### src/rtl/led_blink_sequencer_priority_queue_top_defines.svh
// assertion macros shared by the rtl
`ifndef LED_BLINK_SEQUENCER_PRIORITY_QUEUE_TOP_DEFINES_SVH
`define LED_BLINK_SEQUENCER_PRIORITY_QUEUE_TOP_DEFINES_SVH

`ifndef SYNTHESIS

// expression must hold on every clock edge outside reset
`define LBSPQ_ASSERT_ALWAYS(label, clk, rst, expr) \
   label: assert property (@(posedge clk) disable iff (rst) (expr)) \
      else $error("assertion failed");

// antecedent implies consequent in the next cycle
`define LBSPQ_ASSERT_NEXT(label, clk, rst, ante, cons) \
   label: assert property (@(posedge clk) disable iff (rst) (ante) |=> (cons)) \
      else $error("assertion failed");

`else

`define LBSPQ_ASSERT_ALWAYS(label, clk, rst, expr)
`define LBSPQ_ASSERT_NEXT(label, clk, rst, ante, cons)

`endif

`endif

### src/rtl/lbspq_pkg.sv
`default_nettype none

package lbspq_pkg;

   localparam int QUEUE_DEPTH_DEF = 16;

   localparam int COUNT_W  = 8;
   localparam int DELAY_W  = 16;
   localparam int ENTRY_W  = COUNT_W + DELAY_W;
   localparam int LEVEL_W  = 5;
   localparam int STATUS_W = 2;
   localparam int CSR_ADDR_W = 1;
   localparam int CSR_DATA_W = 5;

   localparam logic CMD_TICK    = 1'b0;
   localparam logic CMD_ENQUEUE = 1'b1;

   localparam logic [STATUS_W-1:0] STATUS_OK       = 2'd0;
   localparam logic [STATUS_W-1:0] STATUS_DISABLED = 2'd1;
   localparam logic [STATUS_W-1:0] STATUS_FULL     = 2'd2;

   localparam logic [CSR_ADDR_W-1:0] CSR_ENABLE      = 1'b0;
   localparam logic [CSR_ADDR_W-1:0] CSR_QUEUE_LIMIT = 1'b1;

   typedef enum logic [1:0] {
      PH_IDLE,
      PH_ON,
      PH_OFF
   } phase_type;

   typedef enum logic {
      ST_IDLE,
      ST_POP
   } ctrl_state_type;

   typedef struct packed {
      logic enqueue;
      logic tick;
      logic pop;
   } ctrl_cmd_type;

   typedef struct packed {
      logic pop_needed;
   } dp_status_type;

endpackage

`default_nettype wire

### src/rtl/lbspq_ram.sv
`default_nettype none

module lbspq_ram #(
   parameter int WIDTH = 24,
   parameter int DEPTH = 16,
   localparam int AddrW = (DEPTH > 1) ? $clog2(DEPTH) : 1
) (
   input  wire logic             clock,
   input  wire logic             wr_en,
   input  wire logic [AddrW-1:0] wr_addr,
   input  wire logic [WIDTH-1:0] wr_data,
   input  wire logic [AddrW-1:0] rd_addr,
   output logic      [WIDTH-1:0] rd_data
);

   logic [WIDTH-1:0] mem_ff [DEPTH];
   logic [WIDTH-1:0] rd_data_ff;

   always_ff @(posedge clock) begin
      if (wr_en) begin
         mem_ff[wr_addr] <= wr_data;
      end
      rd_data_ff <= mem_ff[rd_addr];
   end

   assign rd_data = rd_data_ff;

endmodule

`default_nettype wire

### src/rtl/lbspq_ctrl.sv
`default_nettype none

`include "led_blink_sequencer_priority_queue_top_defines.svh"

module lbspq_ctrl (
   input  wire logic                  clock,
   input  wire logic                  reset,
   input  wire logic                  start,
   input  wire logic                  req_cmd,
   input  wire lbspq_pkg::dp_status_type dp_status,
   output lbspq_pkg::ctrl_cmd_type    ctrl_cmd,
   output logic                       busy,
   output logic                       rsp_strobe
);

   import lbspq_pkg::*;

   ctrl_state_type state_ff, state_in;
   logic           strobe_ff, strobe_in;
   logic           accept;
   logic           pop_path;

   always_ff @(posedge clock) begin
      if (reset) begin
         state_ff  <= ST_IDLE;
         strobe_ff <= 1'b0;
      end else begin
         state_ff  <= state_in;
         strobe_ff <= strobe_in;
      end
   end

   always_comb begin
      state_in = state_ff;
      busy     = 1'b0;
      ctrl_cmd = '0;
      accept   = 1'b0;
      pop_path = 1'b0;
      strobe_in = 1'b0;
      unique case (state_ff)
         ST_IDLE: begin
            accept   = start;
            // a tick that finds the sequencer idle with work waiting reads the head first
            pop_path = (req_cmd == CMD_TICK) && dp_status.pop_needed;
            if (accept) begin
               if (req_cmd == CMD_ENQUEUE) begin
                  ctrl_cmd.enqueue = 1'b1;
                  strobe_in        = 1'b1;
               end else if (pop_path) begin
                  state_in = ST_POP;
               end else begin
                  ctrl_cmd.tick = 1'b1;
                  strobe_in     = 1'b1;
               end
            end
         end
         ST_POP: begin
            busy         = 1'b1;
            ctrl_cmd.pop = 1'b1;
            strobe_in    = 1'b1;
            state_in     = ST_IDLE;
         end
         default: begin
            state_in = ST_IDLE;
         end
      endcase
   end

   assign rsp_strobe = strobe_ff;

   `LBSPQ_ASSERT_NEXT(a_pop_one_cycle, clock, reset, state_ff == ST_POP, state_ff == ST_IDLE)
   `LBSPQ_ASSERT_NEXT(a_pop_gives_beat, clock, reset, state_ff == ST_POP, strobe_ff)
   `LBSPQ_ASSERT_NEXT(a_accept_beat, clock, reset,
      start && !busy && !(req_cmd == CMD_TICK && dp_status.pop_needed), strobe_ff)
   `LBSPQ_ASSERT_ALWAYS(a_cmd_exclusive, clock, reset,
      $onehot0({ctrl_cmd.enqueue, ctrl_cmd.tick, ctrl_cmd.pop}))

endmodule

`default_nettype wire

### src/rtl/lbspq_dp.sv
`default_nettype none

`include "led_blink_sequencer_priority_queue_top_defines.svh"

module lbspq_dp #(
   parameter int QUEUE_DEPTH = lbspq_pkg::QUEUE_DEPTH_DEF
) (
   input  wire logic                                  clock,
   input  wire logic                                  reset,
   input  wire lbspq_pkg::ctrl_cmd_type               ctrl_cmd,
   output lbspq_pkg::dp_status_type                   dp_status,
   input  wire logic [lbspq_pkg::COUNT_W-1:0]         req_blink_count,
   input  wire logic [lbspq_pkg::DELAY_W-1:0]         req_delay_ticks,
   input  wire logic                                  req_high_priority,
   input  wire logic                                  csr_we,
   input  wire logic [lbspq_pkg::CSR_ADDR_W-1:0]      csr_addr,
   input  wire logic [lbspq_pkg::CSR_DATA_W-1:0]      csr_wdata,
   output logic                                       rsp_led_level,
   output logic [lbspq_pkg::STATUS_W-1:0]             rsp_status,
   output logic [lbspq_pkg::LEVEL_W-1:0]              rsp_queue_level,
   output logic                                       rsp_busy_res
);

   import lbspq_pkg::*;

   localparam int IdxW = (QUEUE_DEPTH > 1) ? $clog2(QUEUE_DEPTH) : 1;
   localparam logic [IdxW-1:0] LastIdx = IdxW'(QUEUE_DEPTH - 1);
   localparam logic [8:0] Depth9  = 9'(QUEUE_DEPTH);
   localparam logic [9:0] Depth10 = 10'(QUEUE_DEPTH);

   logic [IdxW-1:0]     head_ff, head_in;
   logic [LEVEL_W-1:0]  count_ff, count_in;
   phase_type           phase_ff, phase_in;
   logic [DELAY_W-1:0]  timer_ff, timer_in;
   logic [COUNT_W-1:0]  blinks_ff, blinks_in;
   logic [DELAY_W-1:0]  delay_ff, delay_in;
   logic                led_ff, led_in;
   logic [STATUS_W-1:0] status_ff, status_in;
   logic                enable_ff;
   logic [LEVEL_W-1:0]  limit_ff;

   logic                wr_en;
   logic [IdxW-1:0]     wr_addr;
   logic [ENTRY_W-1:0]  rd_data;
   logic [8:0]          limit_wide;
   logic [8:0]          eff_limit;
   logic                full;
   logic [9:0]          tail_sum;
   logic [9:0]          tail_wrap;
   logic [IdxW-1:0]     head_prev;
   logic [IdxW-1:0]     head_next;
   logic [COUNT_W-1:0]  pop_count;
   logic [DELAY_W-1:0]  pop_delay;
   logic [COUNT_W-1:0]  blinks_dec;

   lbspq_ram #(
      .WIDTH (ENTRY_W),
      .DEPTH (QUEUE_DEPTH)
   ) u_store (
      .clock   (clock),
      .wr_en   (wr_en),
      .wr_addr (wr_addr),
      .wr_data ({req_blink_count, req_delay_ticks}),
      .rd_addr (head_ff),
      .rd_data (rd_data)
   );

   always_ff @(posedge clock) begin
      if (reset) begin
         head_ff   <= '0;
         count_ff  <= '0;
         phase_ff  <= PH_IDLE;
         timer_ff  <= '0;
         blinks_ff <= '0;
         delay_ff  <= '0;
         led_ff    <= 1'b0;
         status_ff <= STATUS_OK;
         enable_ff <= 1'b0;
         limit_ff  <= LEVEL_W'(16);
      end else begin
         head_ff   <= head_in;
         count_ff  <= count_in;
         phase_ff  <= phase_in;
         timer_ff  <= timer_in;
         blinks_ff <= blinks_in;
         delay_ff  <= delay_in;
         led_ff    <= led_in;
         status_ff <= status_in;
         if (csr_we) begin
            unique case (csr_addr)
               CSR_ENABLE:      enable_ff <= csr_wdata[0];
               CSR_QUEUE_LIMIT: limit_ff  <= csr_wdata;
               default: ;
            endcase
         end
      end
   end

   always_comb begin
      limit_wide = {4'b0, limit_ff};
      if (limit_ff == '0) begin
         eff_limit = 9'd1;
      end else if (limit_wide > Depth9) begin
         eff_limit = Depth9;
      end else begin
         eff_limit = limit_wide;
      end
      full = {4'b0, count_ff} >= eff_limit;

      tail_sum  = 10'(head_ff) + 10'(count_ff);
      tail_wrap = (tail_sum >= Depth10) ? (tail_sum - Depth10) : tail_sum;
      head_prev = (head_ff == '0) ? LastIdx : (head_ff - 1'b1);
      head_next = (head_ff == LastIdx) ? '0 : (head_ff + 1'b1);

      pop_count  = rd_data[ENTRY_W-1:DELAY_W];
      // zero delay plays as one tick
      pop_delay  = (rd_data[DELAY_W-1:0] == '0) ? DELAY_W'(1) : rd_data[DELAY_W-1:0];
      blinks_dec = (blinks_ff != '0) ? (blinks_ff - 1'b1) : '0;
   end

   always_comb begin
      head_in   = head_ff;
      count_in  = count_ff;
      phase_in  = phase_ff;
      timer_in  = timer_ff;
      blinks_in = blinks_ff;
      delay_in  = delay_ff;
      led_in    = led_ff;
      status_in = status_ff;
      wr_en     = 1'b0;
      wr_addr   = IdxW'(tail_wrap);

      if (ctrl_cmd.enqueue) begin
         if (!enable_ff) begin
            status_in = STATUS_DISABLED;
         end else if (full) begin
            status_in = STATUS_FULL;
         end else begin
            status_in = STATUS_OK;
            wr_en     = 1'b1;
            count_in  = count_ff + 1'b1;
            if (req_high_priority) begin
               head_in = head_prev;
               wr_addr = head_prev;
            end
         end
      end

      if (ctrl_cmd.tick) begin
         status_in = STATUS_OK;
         if (phase_ff != PH_IDLE) begin
            if (timer_ff != '0) begin
               timer_in = timer_ff - 1'b1;
            end else if (phase_ff == PH_ON) begin
               led_in    = 1'b0;
               blinks_in = blinks_dec;
               if (blinks_dec != '0) begin
                  phase_in = PH_OFF;
                  timer_in = delay_ff - 1'b1;
               end else begin
                  phase_in = PH_IDLE;
               end
            end else begin
               led_in   = 1'b1;
               phase_in = PH_ON;
               timer_in = delay_ff - 1'b1;
            end
         end
      end

      if (ctrl_cmd.pop) begin
         status_in = STATUS_OK;
         head_in   = head_next;
         count_in  = count_ff - 1'b1;
         // zero count is dropped without playing
         if (pop_count != '0) begin
            blinks_in = pop_count;
            delay_in  = pop_delay;
            phase_in  = PH_ON;
            timer_in  = pop_delay - 1'b1;
            led_in    = 1'b1;
         end
      end
   end

   assign dp_status.pop_needed = (phase_ff == PH_IDLE) && (count_ff != '0);

   assign rsp_led_level   = led_ff;
   assign rsp_status      = status_ff;
   assign rsp_queue_level = count_ff;
   assign rsp_busy_res    = (phase_ff != PH_IDLE);

   `LBSPQ_ASSERT_ALWAYS(a_count_bound, clock, reset, {4'b0, count_ff} <= Depth9)
   `LBSPQ_ASSERT_ALWAYS(a_idle_led_off, clock, reset, (phase_ff != PH_IDLE) || !led_ff)
   `LBSPQ_ASSERT_ALWAYS(a_delay_set, clock, reset, (phase_ff == PH_IDLE) || (delay_ff != '0))
   `LBSPQ_ASSERT_NEXT(a_pop_takes_entry, clock, reset, ctrl_cmd.pop,
      count_ff == $past(count_ff) - 1'b1)

endmodule

`default_nettype wire

### src/rtl/led_blink_sequencer_priority_queue_top.sv
// blink command engine with a priority queue of blink commands
// input: pulse start with req_cmd and payload while busy is low; the item is
//   taken at that edge. req_cmd tick advances the blink sequencer one tick,
//   req_cmd enqueue adds a command at the head (high priority) or the tail.
// result: one beat per item, on rsp_strobe for exactly one cycle, carrying
//   the led level, status, queue level and play flag after the item.
// timing: the beat comes in the cycle after the accept edge; a tick that pops
//   the head command first passes through the pop state, for the registered
//   read of the command store ram, and holds busy high in that state.
// throughput: one item per cycle while busy is low.
// config: csr_we writes csr_wdata to register csr_addr (0 enable, 1 queue
//   limit); the user must do so while no item is in flight: not enforced.
// reset: synchronous, clears queue pointers, sequencer and led; enable
//   resets to 0 and the queue limit to 16. The store keeps old contents.
// the receiver cannot stall: every beat must be taken when it appears.
`default_nettype none

module led_blink_sequencer_priority_queue_top #(
   parameter int QUEUE_DEPTH = lbspq_pkg::QUEUE_DEPTH_DEF
) (
   input  wire logic                                  clock,
   input  wire logic                                  reset,
   input  wire logic                                  start,
   output logic                                       busy,
   input  wire logic                                  req_cmd,
   input  wire logic [lbspq_pkg::COUNT_W-1:0]         req_blink_count,
   input  wire logic [lbspq_pkg::DELAY_W-1:0]         req_delay_ticks,
   input  wire logic                                  req_high_priority,
   output logic                                       rsp_strobe,
   output logic                                       rsp_led_level,
   output logic [lbspq_pkg::STATUS_W-1:0]             rsp_status,
   output logic [lbspq_pkg::LEVEL_W-1:0]              rsp_queue_level,
   output logic                                       rsp_busy_res,
   input  wire logic                                  csr_we,
   input  wire logic [lbspq_pkg::CSR_ADDR_W-1:0]      csr_addr,
   input  wire logic [lbspq_pkg::CSR_DATA_W-1:0]      csr_wdata
);

   import lbspq_pkg::*;

   ctrl_cmd_type  ctrl_cmd;
   dp_status_type dp_status;

   lbspq_ctrl u_ctrl (
      .clock      (clock),
      .reset      (reset),
      .start      (start),
      .req_cmd    (req_cmd),
      .dp_status  (dp_status),
      .ctrl_cmd   (ctrl_cmd),
      .busy       (busy),
      .rsp_strobe (rsp_strobe)
   );

   lbspq_dp #(
      .QUEUE_DEPTH (QUEUE_DEPTH)
   ) u_dp (
      .clock             (clock),
      .reset             (reset),
      .ctrl_cmd          (ctrl_cmd),
      .dp_status         (dp_status),
      .req_blink_count   (req_blink_count),
      .req_delay_ticks   (req_delay_ticks),
      .req_high_priority (req_high_priority),
      .csr_we            (csr_we),
      .csr_addr          (csr_addr),
      .csr_wdata         (csr_wdata),
      .rsp_led_level     (rsp_led_level),
      .rsp_status        (rsp_status),
      .rsp_queue_level   (rsp_queue_level),
      .rsp_busy_res      (rsp_busy_res)
   );

endmodule

`default_nettype wire
### config.mk
export PLATFORM = sky130hd
export DESIGN_NAME = led_blink_sequencer_priority_queue_top
export DESIGN_NICKNAME = d
export VERILOG_FILES = /design/src/rtl/lbspq_pkg.sv /design/src/rtl/lbspq_ram.sv /design/src/rtl/lbspq_ctrl.sv /design/src/rtl/lbspq_dp.sv /design/src/rtl/led_blink_sequencer_priority_queue_top.sv
export VERILOG_INCLUDE_DIRS = /design/src /design/src/rtl
export SDC_FILE = /design/constraint.sdc
export NUM_CORES = 1
export LEC_CHECK = 0
export ABC_CLOCK_PERIOD_IN_PS = 6400
export BUFFER_PORTS_ARGS = -buffer_cell sky130_fd_sc_hd__buf_2
export CAP_MARGIN = 0
export CELL_PAD_IN_SITES_DETAIL_PLACEMENT = 0
export CELL_PAD_IN_SITES_GLOBAL_PLACEMENT = 1
export CORE_MARGIN = 2
export CORE_UTILIZATION = 54
export DETAILED_ROUTE_END_ITERATION = 16
export GPL_TIMING_DRIVEN = 0
export PLACE_DENSITY = 0.75
export SLEW_MARGIN = 20
export SYNTH_ARGS = -nofsm -noshare
export SYNTH_HDL_FRONTEND = slang
export SYNTH_SLANG_ARGS = --single-unit
### constraint.sdc
create_clock -name clock -period 6.4 [get_ports clock]
set_clock_uncertainty 0.1 [all_clocks]
set_input_delay 0.96 -clock clock [delete_from_list [all_inputs] [get_ports clock]]
set_output_delay 0.96 -clock clock [all_outputs]
set_load 0.01 [all_outputs]
# After elaboration in Yosys (flattened, before gate mapping)
# Memories as Yosys holds them, arrays and structs flattened. A register that Yosys moved wholly into a read port is not among the register bits.
# Cells that the tools add are included.
# totals
register_bits	62
ramBits	384
inputBits	36
out_inout_bits	11
word_cells	119
mem_count	1
# op_classes
addsub	10
magnitude_cmp	3
eq_ne	3
muxes	66
bitwise	3
reduce_logical	21
# memory_table
name	depth	width	rd	rd_ports_with_merged_regs	wr	line	source
u_dp.u_store.mem_ff	16	24	1	1	1	lbspq_ram.sv:16	logic [WIDTH-1:0] mem_ff [DEPTH];
# ops
cell	n
16-bit 2-to-1 mux	8
8-bit 2-to-1 mux	7
4-bit 2-to-1 mux	12
16-bit by 1-bit subtractor with 16-bit output, second input constant	3
5-bit 2-to-1 mux	5
8-bit nonzero test	3
2-bit 2-to-1 mux	11
1-bit 2-to-1 mux	20
16-bit logical NOT	1
16-bit nonzero test	1
5-bit by 9-bit greater-or-equal comparator with 1-bit output	1
9-bit 2-to-1 mux	1
2-bit nonzero test	4
4-bit by 1-bit subtractor with 4-bit output, second input constant	2
8-bit by 1-bit subtractor with 8-bit output, second input constant	1
4-bit by 5-bit adder with 6-bit output	1
6-bit by 5-bit greater-or-equal comparator with 1-bit output, second input constant	1
2-bit AND reduction	3
5-bit by 1-bit adder with 5-bit output, second input constant	1
5-bit > comparator, second input constant	1
5-bit logical NOT	1
5-bit nonzero test	1
5-bit by 1-bit subtractor with 5-bit output, second input constant	1
4-bit by 1-bit adder with 4-bit output, second input constant	1
other kinds (11)	15

# Logic depth before layout (Yosys ltp)
# logic_depth
depth_word	10
ltp_mapped	12
ltp_nobuf	11

# Hierarchy
# A second synthesis with hierarchy kept.
# hier_totals
cells_unflattened	1172
hier_area_um2	19215.9
# by_module_without_submodules
mod	n_inst	cells_per_inst	area_each_um2	seq_area_each_um2
lbspq_ram	1	636	14930.6	12011.5
lbspq_dp	1	526	4187.8	1201.2
lbspq_ctrl	1	10	97.6	40.0

# Worst setup path after synthesis
# No wires, ideal clock.
# synth_path
path_kind	register to register
start	register u_dp.count_ff[0] (netlist: u_dp.rsp_queue_level[0])
end	memory u_dp.u_store.mem_ff[12][0], enable pin
setup_ps	435
arrival_ps	4073
required_time_ps	5865
slack_ps	1791
path_stages_with_launch	11
path_buffers	1
synth_period_minus_slack_ps	4609
cell_sequence	dfxtp_1 -> inv_1 -> ha_1 -> nand2b_1 -> a21o_1 -> a21o_1 -> a21o_1 -> a211o_1 -> clkbuf_1 -> mux2_2 -> nor3_1
# synth_between
elab_chain_cells	7
word_cells_on_any_way	14
classes_between	add/sub: 2; order compare: 2; mux: 10
# synth_lines
item	line	source
start, declared	lbspq_dp.sv:32	logic [LEVEL_W-1:0] count_ff, count_in;
start signal, assigned	lbspq_dp.sv:82	count_ff <= count_in;
4-bit by 5-bit adder with 6-bit output	lbspq_dp.sv:110	tail_sum = 10'(head_ff) + 10'(count_ff);
6-bit by 5-bit greater-or-equal comparator with 1-bit output / 4-bit by 1-bit subtractor with 4-bit output (equally long branches)	lbspq_dp.sv:111	tail_wrap = (tail_sum >= Depth10) ? (tail_sum - Depth10) : tail_sum;
4-bit 2-to-1 mux	lbspq_dp.sv:111	
4-bit 2-to-1 mux	lbspq_dp.sv:142	if (req_high_priority) begin
4-bit 2-to-1 mux	lbspq_dp.sv:136	end else if (full) begin
4-bit 2-to-1 mux	lbspq_dp.sv:134	if (!enable_ff) begin
4-bit 2-to-1 mux	lbspq_dp.sv:133	if (ctrl_cmd.enqueue) begin
end, declared	lbspq_ram.sv:16	
# Several ways; a longest one is shown, not always the timed one.

# Worst setup path after layout
# layout_path
start	register u_dp.limit_ff[1]
end	memory u_dp.u_store.mem_ff[13][23], enable pin
# layout_between
elab_chain_cells	9
word_cells_on_any_way	13
classes_between	order compare: 2; mux: 10; reduce/logical: 1
# layout_lines
item	line	source
start, declared	lbspq_dp.sv:40	logic [LEVEL_W-1:0] limit_ff;
start signal, assigned	lbspq_dp.sv:92	CSR_QUEUE_LIMIT: limit_ff <= csr_wdata;
5-bit > comparator	lbspq_dp.sv:103	end else if (limit_wide > Depth9) begin
5-bit 2-to-1 mux	lbspq_dp.sv:103	
9-bit 2-to-1 mux (*)	lbspq_dp.sv:101	if (limit_ff == '0) begin
5-bit by 9-bit greater-or-equal comparator with 1-bit output (*)	lbspq_dp.sv:108	full = {4'b0, count_ff} >= eff_limit;
1-bit 2-to-1 mux	lbspq_dp.sv:136	
1-bit 2-to-1 mux	lbspq_dp.sv:134	
1-bit 2-to-1 mux	lbspq_dp.sv:133	
1-bit 2-to-1 mux	lbspq_ram.sv:20	if (wr_en) begin
1-bit 2-to-1 mux (not written as such)	lbspq_ram.sv:21	mem_ff[wr_addr] <= wr_data;
# Every way passes the cells marked *; elsewhere a longest branch is shown, timed or not.

==> impl_metrics.ini <==
[timing]
fin_hold_ws_ns = 0.3589
finalMaxSlewViolations = 0
fmax_mhz = 235.5
tightest_slew_ns = 1.068
rsz0062_at_grt = no
post-route-min-period_ns = 4.246
period_share_pct = 66.35
hold_violations = 0
max_slew_margin_pct = 28.78
setup_viol = 0

[detailed_routing]
vias = 10660
drc = 0
viasPerCell = 6.057
drt.antenna.violating_nets = 0
wl_per_cell_um = 25.17
drt_iter0_drc = 860
firstDrtPassIters = 5
drt_wl_total_mm = 44.30

[floorplan]
start_util_pct = 54.41
num_rows = 69
num_io_pins = 47
fp.coreArea_um2 = 35310
die_w_um = 192.6
dieHeight_um = 192.6
dieArea_um2 = 37100

[global_routing]
grt_antenna_before_repair = 3
use_met2_pct = 41.20
grt_max_degree = 17
globalRouteTotalUtil_pct = 25.07
gr-max-usage-layer = met2
grt_pass1_wl_mm = 67.06
grt_use_met3_pct = 4.564
grt_pass1_vias = 10780
grt.overflow.total = 0
use_met1_pct = 34.43

[flow_run]
max_cap_violations = 0

[final_layout]
mostFrequentLayoutCells = edfxtp_1, mux4_2, dfxtp_1
final_area_um2 = 22140
drive_above_1_share_pct = 25.71
fin_nets = 1318
insertedDiodeCount = 0
final_core_util_pct = 62.69
mostFrequentLayoutCell = edfxtp_1
syn_to_final_growth_pct = 15.22

[clock_network]
cts_tree = yes
ctsHtreeMaxLevel = 2
clk_pin_slew_ns = 0.06
postCtsHoldBufs = 0
clkSinkCount = 470
clk_latency_ns = 0.58
cts_buffer_depth = 3
ctsResizeCount = 0
root_buffer = clkbuf_16
cts_setup_buffers = 0
cts_buffers = 49

[place]
placed_area_um2 = 20560
place_hpwl_mm = 30.67
place_congestion = 0.8197
portBuffers = 46

[worst_setup_path]
cp_common_cell = a21o_1
crit_fanout = 9
start_kind = register
cp_data_required_time_ns = 6.57
critPathBufInv = 3
critical_path.top_delay_family = simple AND/OR/NAND/NOR gates
max_stage_delay_ns = 0.70
endpoint_kind = register
worstSetupPathType = reg2reg
crit_slowest_cell = nor3_2
arrival_ns = 4.42
worstPathCellList = nor3_1, nor2_1, nor2_1, ha_1, nand2b_1, a21o_1, a21o_1, a21o_1, a211o_1, clkbuf_1, mux2_2, nor3_2, buf_4, buf_4

[synth]
yosysUniqueCellTypes = 67
synth_warnings = 0
synthFlopType = edfxtp_1
synth_area_um2 = 19210
syn_nets = 1165
syn_inst = 1108
yosysSeqAreaShare_pct = 68.98
synthArstFlopShare_pct = 0
ys_seq_elements = 470
syn_area_per_cell_um2 = 17.34
synth-edff-count = 384

[worst_hold_path]
min_path_type = reg2reg

[power]
worst_ir_drop_vdd_uv = 257.6
leakage_nw = 7.303
pwr_density_cell_nw_per_um2 = 287.8

[outcome]
status = complete, no violations
## power by group
part | total (W) | switching, W | internal [W]
Combinational | 0.000252 | 0.000155 | 0.0000966
Clock | 0.00278 | 0.00114 | 0.00164
Sequential | 0.00334 | 0.0000188 | 0.00332
## cells by family after synthesis
family	share of synthesized area, %
adders and majority gates	1.446
muxes	15.07
xor gates and xnor gates	1.459
AOI/OAI and AO/OA	5.620
buffers and inverters	1.394
DFF	68.98
and+or+nand+nor	6.037
## routing by layer
layer	part of all wire (%)	vias to the layer above	wire length (µm)
met1	42	5436	18610
met5	0.079	-	35
met3	6.4	79	2848
li1	-	4800	-
met4	2.4	6	1075
met2	49	340	21730
## flip-flops by register name, indices dropped and copies added (netlist names)
| register | flops |
|---|---|
| u_ctrl.rsp_strobe | 1 |
| u_ctrl.state_ff | 1 |
| u_dp.blinks_ff | 8 |
| u_dp.delay_ff | 16 |
| u_dp.enable_ff | 1 |
| u_dp.head_ff | 4 |
| u_dp.limit_ff | 5 |
| u_dp.phase_ff | 2 |
| u_dp.rsp_led_level | 1 |
| u_dp.rsp_queue_level | 5 |
| u_dp.rsp_status | 2 |
| u_dp.timer_ff | 16 |
| u_dp.u_store.mem_ff | 384 |
| u_dp.u_store.rd_data | 24 |
## layout make-up
type	count	area, µm²
clock buffer	65	1316
inverter	17	63.81
clock inverter	24	257.7
tap	461	576.8
sequential	470	13250
timing repair buffer	102	684.4
buffer	51	212.7
multi-input combinational	570	5773
fill	2537	13170
## synthesized netlist by cell type (all sizes together) (4+ instances only)
| cell | count | area [µm²] |
|---|---|---|
| xnor2 | 16 | 140.1 |
| nand3 | 17 | 85.08 |
| a22o | 14 | 122.6 |
| nand2b | 6 | 37.54 |
| a21o | 10 | 75.07 |
| mux4 | 120 | 2703 |
| inv | 17 | 63.81 |
| o31ai | 6 | 45.04 |
| o21ai | 27 | 135.1 |
| nand2 | 52 | 195.2 |
| nor3 | 47 | 240.2 |
| and2 | 7 | 43.79 |
| nor4 | 9 | 56.30 |
| a2111oi | 4 | 47.55 |
| xor2 | 16 | 140.1 |
| nor2b | 7 | 43.79 |
| a211oi | 9 | 95.10 |
| or4 | 6 | 48.80 |
| mux2i | 17 | 170.2 |
| or3 | 11 | 73.82 |
| edfxtp | 384 | 11530 |
| nand4 | 4 | 25.02 |
| o22ai | 4 | 25.02 |
| nor2 | 49 | 183.9 |
| a211o | 6 | 52.55 |
| dfxtp | 86 | 1722 |
| a221oi | 12 | 130.1 |
| a21oi | 30 | 150.1 |
| a31oi | 7 | 43.79 |
| ha | 19 | 237.7 |
| buf | 15 | 68.81 |
| clkbuf | 36 | 135.1 |
| nor3b | 5 | 37.54 |
## path summary, 6_finish.rpt
path / startpoint / to / slack (ns) / cells after the start
setup / recovery: u_dp.limit_ff[1]$_SDFFE_PP0P_ / u_dp.u_store.mem_ff[13][23]$_DFFE_PP_ / 2.15 / 14
hold / removal: u_dp.limit_ff[0]$_SDFFE_PP0P_ / u_dp.limit_ff[0]$_SDFFE_PP0P_ / 0.36 / 2
setup reg to reg: u_dp.limit_ff[1]$_SDFFE_PP0P_ / u_dp.u_store.mem_ff[13][23]$_DFFE_PP_ / 2.15 / 14
hold reg to reg: u_dp.limit_ff[0]$_SDFFE_PP0P_ / u_dp.limit_ff[0]$_SDFFE_PP0P_ / 0.36 / 2
## through the flow
stage / worst slack, ns / setup TNS (ns) / total power (W) / cells
2_1_floorplan: 1.792 / 0 / 0.003554 / 1108
3_3_place_gp: -0.6978 / -173.99 / 0.003649 / 1615
3_5_place_dp: 2.100 / 0 / 0.003656 / 1671
4_1_cts: 2.134 / 0 / 0.006426 / 1760
5_1_grt: 1.938 / 0 / 0.006570 / 1760
6_report: 2.154 / 0 / 0.006372 / 1760
## tightest hold or removal path: stages, from the launching register on
cell	delay, ns
dfxtp_1	0.31
nand2_1	0.05
a21oi_1	0.05
Power figures use the tool's default switching activity.
